`src/hw/rtl/lvcp_pkg.sv`:
```
// shared constants, types and helpers of the letter/value command parser
`default_nettype none

package lvcp_pkg;

   localparam int FRAC_BITS      = 16;
   localparam int SLOTS_PER_CASE = 26;
   localparam int SLOT_COUNT     = 2 * SLOTS_PER_CASE;
   localparam int SLOT_BITS      = 6;
   localparam int DATA_BITS      = 32;
   localparam int MAG_BITS       = DATA_BITS - 1;
   localparam int CHAR_BITS      = 8;
   localparam int WEIGHT_BITS    = FRAC_BITS + 1;

   localparam logic [SLOT_BITS-1:0] NO_SLOT = SLOT_BITS'(63);
   localparam logic [CHAR_BITS-1:0] END_CHAR_RESET = 8'd13;

   localparam logic FUNC_FEED = 1'b0;
   localparam logic FUNC_READ = 1'b1;

   localparam logic [CHAR_BITS-1:0] CHAR_LA    = 8'h61;
   localparam logic [CHAR_BITS-1:0] CHAR_LZ    = 8'h7A;
   localparam logic [CHAR_BITS-1:0] CHAR_UA    = 8'h41;
   localparam logic [CHAR_BITS-1:0] CHAR_UZ    = 8'h5A;
   localparam logic [CHAR_BITS-1:0] CHAR_0     = 8'h30;
   localparam logic [CHAR_BITS-1:0] CHAR_9     = 8'h39;
   localparam logic [CHAR_BITS-1:0] CHAR_MINUS = 8'h2D;
   localparam logic [CHAR_BITS-1:0] CHAR_POINT = 8'h2E;

   // weight of the first fraction digit: one tenth of one unit, rounded
   localparam int FIRST_WEIGHT = ((1 << FRAC_BITS) + 5) / 10;

   // divide by ten as a multiply by a rounded-up reciprocal and a shift
   localparam int DIV_SHIFT   = FRAC_BITS + 6;
   localparam int DIV10_BITS  = FRAC_BITS + 6;
   localparam longint unsigned DIV10_MUL = ((longint'(1) << DIV_SHIFT) + 9) / 10;

   typedef struct packed {
      logic                 wr_en;
      logic [SLOT_BITS-1:0] wr_slot;
      logic [DATA_BITS-1:0] wr_data;
      logic                 rd_en;
      logic [SLOT_BITS-1:0] rd_slot;
      logic                 bad;
   } lvcp_op_type;

   // slot of a letter, lower case first, or NO_SLOT
   function automatic logic [SLOT_BITS-1:0] letter_slot(input logic [CHAR_BITS-1:0] c);
      logic [SLOT_BITS-1:0] s;
      s = NO_SLOT;
      if (c >= CHAR_LA && c <= CHAR_LZ) begin
         s = SLOT_BITS'(c - CHAR_LA);
      end else if (c >= CHAR_UA && c <= CHAR_UZ) begin
         s = SLOT_BITS'(c - CHAR_UA) + SLOT_BITS'(SLOTS_PER_CASE);
      end
      return s;
   endfunction

endpackage

`default_nettype wire

```
`src/hw/rtl/letter_value_command_parser_core.sv`:
```
// Letter/value command parser: characters in on req_, one result per item on rsp_.
// req_func 0 feeds req_char_in to the parser; a letter names one of 52 slots,
// minus signs right after it flip the sign, digits and a point build a signed
// Q15.16 number, and the terminator in csr_wr_data (written with csr_wr_en,
// reset 13) stores it into the named slot. req_func 1 reads the slot named by
// req_char_in on rsp_read_data (zero for a non-letter). rsp_bad_char flags an
// unrecognized fed character.
// Every item gives exactly one result, in order. The slot memory is read at the
// edge that accepts an item into the memory-read stage, and the output register
// loads from that stage once it is empty or being emptied; the result then shows
// on rsp_. Throughput is one item per cycle while the receiver does not stall.
// When the receiver stalls, the output register holds its result and one more
// item moves into the memory-read stage; req_ready then drops until rsp_ready.
// Reset clears the pending number, leaves no slot named, sets the terminator to
// 13, and makes every slot read as zero (per-slot valid bits, no clearing pass).
// The terminator may only be changed while no transfer is in flight.
`default_nettype none

module letter_value_command_parser_core import lvcp_pkg::*; (
   input  wire logic                 clock,
   input  wire logic                 reset,
   input  wire logic                 req_valid,
   output logic                      req_ready,
   input  wire logic                 req_func,
   input  wire logic [CHAR_BITS-1:0] req_char_in,
   output logic                      rsp_valid,
   input  wire logic                 rsp_ready,
   output logic signed [DATA_BITS-1:0] rsp_read_data,
   output logic                      rsp_bad_char,
   input  wire logic                 csr_wr_en,
   input  wire logic [CHAR_BITS-1:0] csr_wr_data
);

   logic [CHAR_BITS-1:0] end_char_ff;
   lvcp_op_type          op;
   logic                 fire;
   logic                 p1_adv;
   logic [DATA_BITS-1:0] store_rd_data;

   logic                 p1_valid_ff, p1_valid_in;
   logic                 p1_bad_ff, p1_bad_in;
   logic                 rsp_valid_ff, rsp_valid_in;
   logic [DATA_BITS-1:0] rsp_data_ff, rsp_data_in;
   logic                 rsp_bad_ff, rsp_bad_in;

   // read stage moves on when the output register is empty or being emptied
   assign p1_adv    = p1_valid_ff && (!rsp_valid_ff || rsp_ready);
   assign req_ready = !p1_valid_ff || p1_adv;
   assign fire      = req_valid && req_ready;

   lvcp_parser u_parser (
      .clock    (clock),
      .reset    (reset),
      .fire     (fire),
      .func     (req_func),
      .char_in  (req_char_in),
      .end_char (end_char_ff),
      .op       (op)
   );

   lvcp_slot_store u_store (
      .clock   (clock),
      .reset   (reset),
      .fire    (fire),
      .op      (op),
      .rd_data (store_rd_data)
   );

   always_comb begin
      p1_valid_in  = p1_valid_ff;
      p1_bad_in    = p1_bad_ff;
      rsp_valid_in = rsp_valid_ff;
      rsp_data_in  = rsp_data_ff;
      rsp_bad_in   = rsp_bad_ff;
      if (rsp_valid_ff && rsp_ready) begin
         rsp_valid_in = 1'b0;
      end
      if (p1_adv) begin
         rsp_valid_in = 1'b1;
         rsp_data_in  = store_rd_data;
         rsp_bad_in   = p1_bad_ff;
         p1_valid_in  = 1'b0;
      end
      if (fire) begin
         p1_valid_in = 1'b1;
         p1_bad_in   = op.bad;
      end
   end

   always_ff @(posedge clock) begin
      if (reset) begin
         end_char_ff  <= END_CHAR_RESET;
         p1_valid_ff  <= 1'b0;
         rsp_valid_ff <= 1'b0;
      end else begin
         if (csr_wr_en) begin
            end_char_ff <= csr_wr_data;
         end
         p1_valid_ff  <= p1_valid_in;
         rsp_valid_ff <= rsp_valid_in;
      end
   end

   always_ff @(posedge clock) begin
      p1_bad_ff   <= p1_bad_in;
      rsp_data_ff <= rsp_data_in;
      rsp_bad_ff  <= rsp_bad_in;
   end

   assign rsp_valid     = rsp_valid_ff;
   assign rsp_read_data = rsp_data_ff;
   assign rsp_bad_char  = rsp_bad_ff;

endmodule

`default_nettype wire

```
`src/hw/rtl/lvcp_ram.sv`:
```
// generic single-write, single-read ram with registered read data
`default_nettype none

module lvcp_ram #(
   parameter int WIDTH = 32,
   parameter int DEPTH = 64
) (
   input  wire logic                     clock,
   input  wire logic                     wr_en,
   input  wire logic [$clog2(DEPTH)-1:0] wr_addr,
   input  wire logic [WIDTH-1:0]         wr_data,
   input  wire logic                     rd_en,
   input  wire logic [$clog2(DEPTH)-1:0] rd_addr,
   output logic      [WIDTH-1:0]         rd_data
);

   logic [WIDTH-1:0] mem_ff [DEPTH];
   logic [WIDTH-1:0] rd_data_ff;

   always_ff @(posedge clock) begin
      if (wr_en) begin
         mem_ff[wr_addr] <= wr_data;
      end
      if (rd_en) begin
         rd_data_ff <= mem_ff[rd_addr];
      end
   end

   assign rd_data = rd_data_ff;

endmodule

`default_nettype wire

```
`src/hw/rtl/lvcp_parser.sv`:
```
// character decoder and pending-number state of the command parser
`default_nettype none

module lvcp_parser import lvcp_pkg::*; (
   input  wire logic                 clock,
   input  wire logic                 reset,
   input  wire logic                 fire,
   input  wire logic                 func,
   input  wire logic [CHAR_BITS-1:0] char_in,
   input  wire logic [CHAR_BITS-1:0] end_char,
   output lvcp_op_type               op
);

   localparam int INT_SUM_BITS  = MAG_BITS + 5;
   localparam int FRAC_PRD_BITS = WEIGHT_BITS + 4;
   localparam int PROD_BITS     = WEIGHT_BITS + 1 + DIV10_BITS;

   logic [MAG_BITS-1:0]    accum_ff, accum_in;
   logic [WEIGHT_BITS-1:0] weight_ff, weight_in;
   logic                   in_frac_ff, in_frac_in;
   logic                   neg_ff, neg_in;
   logic                   after_letter_ff, after_letter_in;
   logic [SLOT_BITS-1:0]   target_ff, target_in;

   logic [SLOT_BITS-1:0]     slot;
   logic                     is_letter;
   logic                     is_digit;
   logic [3:0]               digit;
   logic [INT_SUM_BITS-1:0]  int_sum;
   logic [MAG_BITS-1:0]      int_sat;
   logic [FRAC_PRD_BITS-1:0] frac_prod;
   logic [MAG_BITS:0]        frac_sum;
   logic [MAG_BITS-1:0]      frac_sat;
   logic [WEIGHT_BITS:0]     weight_plus;
   logic [PROD_BITS-1:0]     div_prod;
   logic [WEIGHT_BITS-1:0]   weight_next;
   logic [DATA_BITS-1:0]     magnitude;

   assign slot      = letter_slot(char_in);
   assign is_letter = (slot != NO_SLOT);
   assign is_digit  = (char_in >= CHAR_0) && (char_in <= CHAR_9);
   assign digit     = 4'(char_in - CHAR_0);

   // integer digit: accum * 10 as two shifts, plus the digit in whole units
   assign int_sum = (INT_SUM_BITS'(accum_ff) << 3) + (INT_SUM_BITS'(accum_ff) << 1)
                  + (INT_SUM_BITS'(digit) << FRAC_BITS);
   assign int_sat = (int_sum > INT_SUM_BITS'({MAG_BITS{1'b1}})) ? {MAG_BITS{1'b1}}
                                                              : int_sum[MAG_BITS-1:0];

   // fraction digit uses the weight already scaled for this position
   assign frac_prod = FRAC_PRD_BITS'(weight_ff) * FRAC_PRD_BITS'(digit);
   assign frac_sum  = (MAG_BITS+1)'(accum_ff) + (MAG_BITS+1)'(frac_prod);
   assign frac_sat  = frac_sum[MAG_BITS] ? {MAG_BITS{1'b1}} : frac_sum[MAG_BITS-1:0];

   // weight of the following position, (w + 5) / 10, in parallel with the add
   assign weight_plus = (WEIGHT_BITS+1)'(weight_ff) + (WEIGHT_BITS+1)'(5);
   assign div_prod    = PROD_BITS'(weight_plus) * PROD_BITS'(DIV10_MUL);
   assign weight_next = div_prod[DIV_SHIFT +: WEIGHT_BITS];

   assign magnitude = {1'b0, accum_ff};

   always_comb begin
      accum_in        = accum_ff;
      weight_in       = weight_ff;
      in_frac_in      = in_frac_ff;
      neg_in          = neg_ff;
      after_letter_in = after_letter_ff;
      target_in       = target_ff;
      op              = '0;
      op.wr_slot      = target_ff;
      op.wr_data      = neg_ff ? (DATA_BITS'(0) - magnitude) : magnitude;
      op.rd_slot      = slot;

      if (func == FUNC_READ) begin
         op.rd_en = is_letter;
      end else if (char_in == end_char) begin
         // terminator wins over every other meaning of the character
         op.wr_en   = (target_ff != NO_SLOT);
         accum_in   = '0;
         weight_in  = '0;
         in_frac_in = 1'b0;
         neg_in     = 1'b0;
         target_in  = NO_SLOT;
      end else if (is_digit) begin
         after_letter_in = 1'b0;
         if (!in_frac_ff) begin
            accum_in = int_sat;
         end else begin
            accum_in  = frac_sat;
            weight_in = weight_next;
         end
      end else if (is_letter) begin
         accum_in        = '0;
         weight_in       = '0;
         in_frac_in      = 1'b0;
         neg_in          = 1'b0;
         target_in       = slot;
         after_letter_in = 1'b1;
      end else if (char_in == CHAR_MINUS && after_letter_ff) begin
         neg_in = !neg_ff;
      end else if (char_in == CHAR_POINT) begin
         after_letter_in = 1'b0;
         in_frac_in      = 1'b1;
         weight_in       = WEIGHT_BITS'(FIRST_WEIGHT);
      end else begin
         op.bad = 1'b1;
      end
   end

   always_ff @(posedge clock) begin
      if (reset) begin
         accum_ff        <= '0;
         weight_ff       <= '0;
         in_frac_ff      <= 1'b0;
         neg_ff          <= 1'b0;
         after_letter_ff <= 1'b0;
         target_ff       <= NO_SLOT;
      end else if (fire) begin
         accum_ff        <= accum_in;
         weight_ff       <= weight_in;
         in_frac_ff      <= in_frac_in;
         neg_ff          <= neg_in;
         after_letter_ff <= after_letter_in;
         target_ff       <= target_in;
      end
   end

endmodule

`default_nettype wire

```
`src/hw/rtl/lvcp_slot_store.sv`:
```
// variable slot memory with per-slot valid bits standing in for reset
`default_nettype none

module lvcp_slot_store import lvcp_pkg::*; (
   input  wire logic                 clock,
   input  wire logic                 reset,
   input  wire logic                 fire,
   input  lvcp_op_type               op,
   output logic      [DATA_BITS-1:0] rd_data
);

   logic [SLOT_COUNT-1:0] valid_ff;
   logic                  hit_ff, hit_in;
   logic                  wr_en;
   logic                  rd_en;
   logic [DATA_BITS-1:0]  ram_rd_data;

   assign wr_en  = fire && op.wr_en;
   assign rd_en  = fire && op.rd_en;
   // never-written slot reads as zero
   assign hit_in = op.rd_en && valid_ff[op.rd_slot];

   lvcp_ram #(
      .WIDTH (DATA_BITS),
      .DEPTH (SLOT_COUNT)
   ) u_ram (
      .clock   (clock),
      .wr_en   (wr_en),
      .wr_addr (op.wr_slot),
      .wr_data (op.wr_data),
      .rd_en   (rd_en),
      .rd_addr (op.rd_slot),
      .rd_data (ram_rd_data)
   );

   always_ff @(posedge clock) begin
      if (reset) begin
         valid_ff <= '0;
         hit_ff   <= 1'b0;
      end else begin
         if (wr_en) begin
            valid_ff[op.wr_slot] <= 1'b1;
         end
         if (fire) begin
            hit_ff <= hit_in;
         end
      end
   end

   assign rd_data = hit_ff ? ram_rd_data : '0;

endmodule

`default_nettype wire

```
`config.mk`:
```
export PLATFORM = sky130hd
export DESIGN_NAME = letter_value_command_parser_core
export DESIGN_NICKNAME = d
export VERILOG_FILES = /design/src/hw/rtl/lvcp_pkg.sv /design/src/hw/rtl/letter_value_command_parser_core.sv /design/src/hw/rtl/lvcp_ram.sv /design/src/hw/rtl/lvcp_parser.sv /design/src/hw/rtl/lvcp_slot_store.sv
export SDC_FILE = /design/constraint.sdc
export NUM_CORES = 2
export LEC_CHECK = 0
export BUFFER_PORTS_ARGS = -buffer_cell sky130_fd_sc_hd__clkbuf_2
export CAP_MARGIN = 20
export CORE_UTILIZATION = 50
export CTS_CLUSTER_DIAMETER = 150
export CTS_CLUSTER_SIZE = 20
export DETAILED_ROUTE_END_ITERATION = 7
export PLACE_DENSITY = 0.65
export SYNTH_ARGS = -nofsm -noshare
export SYNTH_HDL_FRONTEND = slang
export SYNTH_SLANG_ARGS = --single-unit
```
`constraint.sdc`:
```
create_clock -name clock -period 8.7 [get_ports clock]
set_input_delay 1.305 -clock clock [delete_from_list [all_inputs] [get_ports clock]]
set_output_delay 1.305 -clock clock [all_outputs]
set_load 0.02 [all_outputs]
```
* Yosys cells after proc, flatten, opt, wreduce, memory -nomap -nowiden *
Memories as Yosys holds them, arrays and structs flattened. A register that Yosys moved wholly into a read port is not among the register bits.
Index checks and enable logic that the tools add are counted.

cells by class
  add/subtract/negate cells = 9
  multiply operators = 2
  divide/modulo/power cells = 0
  $lt $le $gt $ge = 10
  equality and inequality tests = 10
  shifts and indexed selects = 0
  multiplexer cells = 45
  bitwise gates (word level) = 3
  reduce and logical (&&, ||, !) cells = 31

operator list
  operator                number
  $mux 31                 6
  $mux 17                 6
  $or 52x52->52           1
  $mul 18x19->37 const B  1
  $add 36x20->36          1
  $gt 36x31->1 const B    1
  $add 34x32->35          1
  $add 31x21->32          1
  $mux 32                 1
  $sub 1x31->32 const A   1
  $mux 6                  5
  $mux 1                  25
  $mul 17x4->21           1
  $add 17x3->18 const B   1
  $eq 8x6->1 const B      2
  $ge 8x7->1 const B      2
  $le 8x7->1 const B      2
  $reduce_and 5->1        3
  $lt 6x7->1 const B      2
  $ne 6x6->1 const B      2
  $reduce_bool 3->1       4
  $logic_and 1x1->1       11
  $eq 8x8->1              1
  $ge 8x6->1 const B      1
  20 further kinds        28

storage, ports and cells
  register bits = 154
  latch bits = 0
  RAM bits = 1664
  memory bits (read-only) = 0
  bits of input ports = 22
  output and inout bits = 35
  memories = 1

memories
  memory                depth  width  rd ports  clocked after Yosys merged registers in  wr ports  line            source
  u_store.u_ram.mem_ff  52     32     1         1                                        1         lvcp_ram.sv:17  logic [WIDTH-1:0] mem_ff [DEPTH];

* Depth between registers and ports, before layout *
  depth after elaboration = 8
  gate-level depth with buffers = 29

* Hierarchy *
From an unflattened synthesis, not the netlist that was laid out.

second synthesis, totals
  cells, all modules = 4647
  area total of the unflattened synthesis = 81062.7 um2

by module, submodules not included
  module                            instances  cells an instance  area an instance (um2)  seq. area each (um2)
  lvcp_ram                          1          2727               64331.7                 50928.8
  lvcp_parser                       1          1577               12866.1                 1101.1
  lvcp_slot_store                   1          273                2463.6                  1061.0
  letter_value_command_parser_core  1          70                 1401.3                  1221.2

* Worst setup path after synthesis *
Ideal clock, no wire load.

  path kind = register -> register
  from = reg u_parser.weight_ff[0]
  to = reg u_parser.weight_ff[2]
  library setup time = 116 ps
  arrival = 6521 ps
  path slack = 2063 ps
  stages on the path, launching flop included = 28
  path buffers = 1
  period minus slack after synthesis = 6637 ps
  cell sequence = dfxtp_1 -> clkbuf_1 -> a21oi_1 -> nor2_1 -> nand2_1 -> xnor2_1 -> inv_1 -> ha_1 -> ha_1 -> or2_2 -> fa_1 -> fa_1 -> inv_1 -> fa_1 -> fa_1 -> inv_1 -> ha_1 -> a21o_1 -> a21o_1 -> a21o_1 -> a21o_1 -> a221o_1 -> a21o_1 -> a21oi_1 -> o21bai_1 -> a21oi_1 -> xnor2_1 -> a41o_1

between the ends
  cells in the longest elaborated chain, start to end = 5

RTL lines
  item                    line                source
  start, declared         lvcp_parser.sv:19   logic [WEIGHT_BITS-1:0] weight_ff, weight_in;
  start signal, assigned  lvcp_parser.sv:120  weight_ff <= weight_in;
  $add 17x3->18           lvcp_parser.sv:56   assign weight_plus = (WEIGHT_BITS+1)'(weight_ff) + (WEIGHT_BITS+1)'(5);
  $mul 18x19->37          lvcp_parser.sv:57   assign div_prod = PROD_BITS'(weight_plus) * PROD_BITS'(DIV10_MUL);
  $mux 17                 lvcp_parser.sv:86   if (!in_frac_ff) begin
  $mux 17                 lvcp_parser.sv:84   end else if (is_digit) begin
  $mux 17                 lvcp_parser.sv:76   end else if (char_in == end_char) begin

Every way passes these cells. The select of a mux whose other input is x is not followed.
A chain may end at the register's enable or synchronous reset.

* Worst setup path after layout *
  from = reg u_parser.weight_ff[1]
  to = reg u_parser.weight_ff[8]

The elaborated chain is that of the path after synthesis.

==> run metrics <==
status=finished clean; final WL=219,000 microns; Port Buf Inserts=56; Synth Instances=6,924; Detailed Place HPWL=124,000 microns; Starting DRT DRC Count=6,037; ANT nets after route=0; max cap viols=0; DRT Pass-1 Iters=6; cell repeated most along the worst path=inv_1; crit end category=flop; FP Rows=149; Avg Inst Size Synth=12.0 sq um; maximum clock path buffer count=3; fraction of synthesized cell area in xor and xnor cells=0.0134; Die Wd=409 microns; global route total overflow=0; max frequency=138 MHz; via count=54,199; largest family of logic cells by synthesized area=simple AND/OR/NAND/NOR gates; CP arrival=7880 ps; CP Class=reg2reg; slowest CP cell=fa_1; simple-gate share of the synthesized area=0.155; vias per cell=6.00; reg2reg setup slack=1460 ps; commonest non-fill, non-tap cell in the layout=nand2_1; fin crit period=7240 ps; I/O pin total=57; share of layout cells above drive strength 1=0.0643; HP Class=reg2reg; worst vdd ir=170 uV; cts repair resizes=0; hold endpoint=u_store.valid_ff[32]; Seq/Total Area, Yosys=0.655; Synth async-reset ratio=0; Initial Util=0.503; layout net count=7,127; CORE AREA=165,000 sq um; DP Worst Slack=1520 ps; startpoint types=flop; setup violators final=0; gp weighted congestion=0.836; pin count of the biggest net entering global routing=181; Power Density=178 nW/um^2; TritonCTS Sinks=1,848; Lkg Pwr=33.0 nW; Syn. warnings=0; RSZ-0062 raised after global routing=no; first-pass GRT wire length=329,000 microns; post-synthesis compound-gate area fraction=0.0841; R2R Path End=u_parser.weight_ff[8]; Worst EP required=9350 ps; hold path depth=1; Post-Synth Adder-Cell Area=0.0593; vias in the first global route=51,714; Seq cells post-synth=1,848; Total GRT Usage=0.258; skew final=41.4 ps; crit share post-route=0.832; # DRC=0; Placed Cells=8,872; die height=409 microns; Synth Cell Area=82,900 sq um; net count after synthesis=7,263; Worst Max-Slew Pin Slew=1190 ps; initial antenna violation count=0; Max Fanout on Critical Path=12; number of buffers created by CTS=102; Die Area=167,000 sq um; Wirelength per Cell=24.3 microns; root buffer cell=clkbuf_16; Setup TNS=0 ps; CTS tree=yes; reg2reg start=u_parser.weight_ff[1]; final std cells w/o fill=9,031; most frequent cells in the layout=nand2_1, edfxtp_1, nand3_1; final hold vios=0; clock-pin slew on the worst setup and hold paths=100 ps; min-delay src=u_store.valid_ff[32]; number of enable flip-flop cells after synthesis=1,730; multiplexer area fraction after synthesis=0.00148; Pins Over Slew Limit=0; clk_lat worst skew=770 ps; R2R cell count=27; Worst path max stage delay=580 ps; Primary FF master, synth=edfxtp_1; Ant. Diodes=0; post-synth cell types=71; setup repair bufs after CTS=0; Yosys top cell area share=0.627; Synth area leader=edfxtp_1; synth top area cells=edfxtp_1, nand2_1, a311oi_1; slew margin rel.=0.210; H-tree levels=3; final worst slack=1460 ps; cts hold-fix bufs=0; area grow syn2layout=7.71%
## kinds of logic (layout without fill, tap and decap cells)
| logic type | after synthesis | in the layout |
|---|---|---|
| simple gates | 2969 | 2969 |
| flops | 1848 | 1848 |
| compound gates | 962 | 962 |
| buf+inv | 690 | 608 |
| fa+ha+maj | 317 | 317 |
| xor+xnor | 127 | 127 |
| mux | 11 | 11 |
## where the power goes
part / switching [W] / internal [W]
clock network: 0.00280 / 0.00219
logic: 0.000836 / 0.000438
registers: 0.0000136 / 0.00958
## stage by stage
step	area (sq um)	power, W	hold WS (ps)	utilization
finish	89300	0.0159	470	0.542
global route	89300	0.0164	482	0.542
CTS	89300	0.0159	471	0.542
detailed placement	86400	0.0111	453	0.524
global placement	86400	0.0111	442	0.524
floorplan	82900	0.0107	400	-
## final cells by class
| type | count | area, sq um |
|---|---|---|
| clock buffer | 150 | 2730 |
| fill | 13702 | 75500 |
| tap | 2189 | 2740 |
| timing repair buffer | 212 | 1810 |
| multi-input combinational | 4386 | 26700 |
| clock inverter | 8 | 149 |
| sequential | 1848 | 54300 |
| inverter | 238 | 893 |
## layer usage
metal	wire (microns)	GRT usage	up-vias
met5	0	0	-
met4	4370	0.0583	0
met3	14800	0.0275	243
met2	108000	0.434	1966
met1	92400	0.363	27256
li1	-	-	24734
## cell usage after synthesis (15+ instances only)
| cell | instances |
|---|---|
| buf_1 | 52 |
| o21ai_0 | 54 |
| o21a_1 | 59 |
| a311oi_1 | 297 |
| inv_1 | 238 |
| ha_1 | 190 |
| dfxtp_1 | 118 |
| and2_1 | 55 |
| o221ai_1 | 29 |
| nor3_1 | 30 |
| a21o_1 | 33 |
| and3_1 | 212 |
| a211oi_1 | 105 |
| edfxtp_1 | 1730 |
| nand3_1 | 501 |
| xor2_1 | 42 |
| a21oi_1 | 152 |
| buf_2 | 44 |
| nor2_1 | 157 |
| fa_1 | 127 |
| nand2b_1 | 23 |
| xnor2_1 | 85 |
| clkbuf_1 | 356 |
| nand2_1 | 1911 |
| a31oi_1 | 137 |
| nand4_1 | 15 |
## registers in the layout (all words and copies together), names as in the netlist
name,cells
p1_valid_ff,1
p1_bad_ff,1
rsp_bad_char,1
u_store.hit_ff,1
u_parser.in_frac_ff,1
u_parser.weight_ff,15
rsp_read_data,32
u_store.u_ram.rd_data,32
rsp_valid,1
u_parser.neg_ff,1
u_parser.after_letter_ff,1
u_store.u_ram.mem_ff,1664
u_parser.accum_ff,31
u_store.valid_ff,52
end_char_ff,8
u_parser.target_ff,6
## worst max-delay path: cells and delay by family (launching register included)
family          cells  cell delay, ps
compound gates      8            1830
flops               1             540
fa+ha+maj           7            2960
simple gates        5             950
buf+inv             5             390
xor+xnor            2             470
## worst max path at each step
stage	start	to	slack [ps]	depth (start not counted)
after floorplan	u_parser.weight_ff[0]	u_parser.weight_ff[2]	2060	27
after global placement	u_parser.weight_ff[1]	u_parser.weight_ff[8]	1510	27
after detailed placement	u_parser.weight_ff[0]	u_parser.weight_ff[8]	1520	27
after CTS	u_parser.weight_ff[0]	u_parser.weight_ff[8]	1460	27
after global routing	u_parser.weight_ff[1]	u_parser.weight_ff[14]	880	27
final	u_parser.weight_ff[1]	u_parser.weight_ff[8]	1460	27
Power figures use the tool's default switching activity.
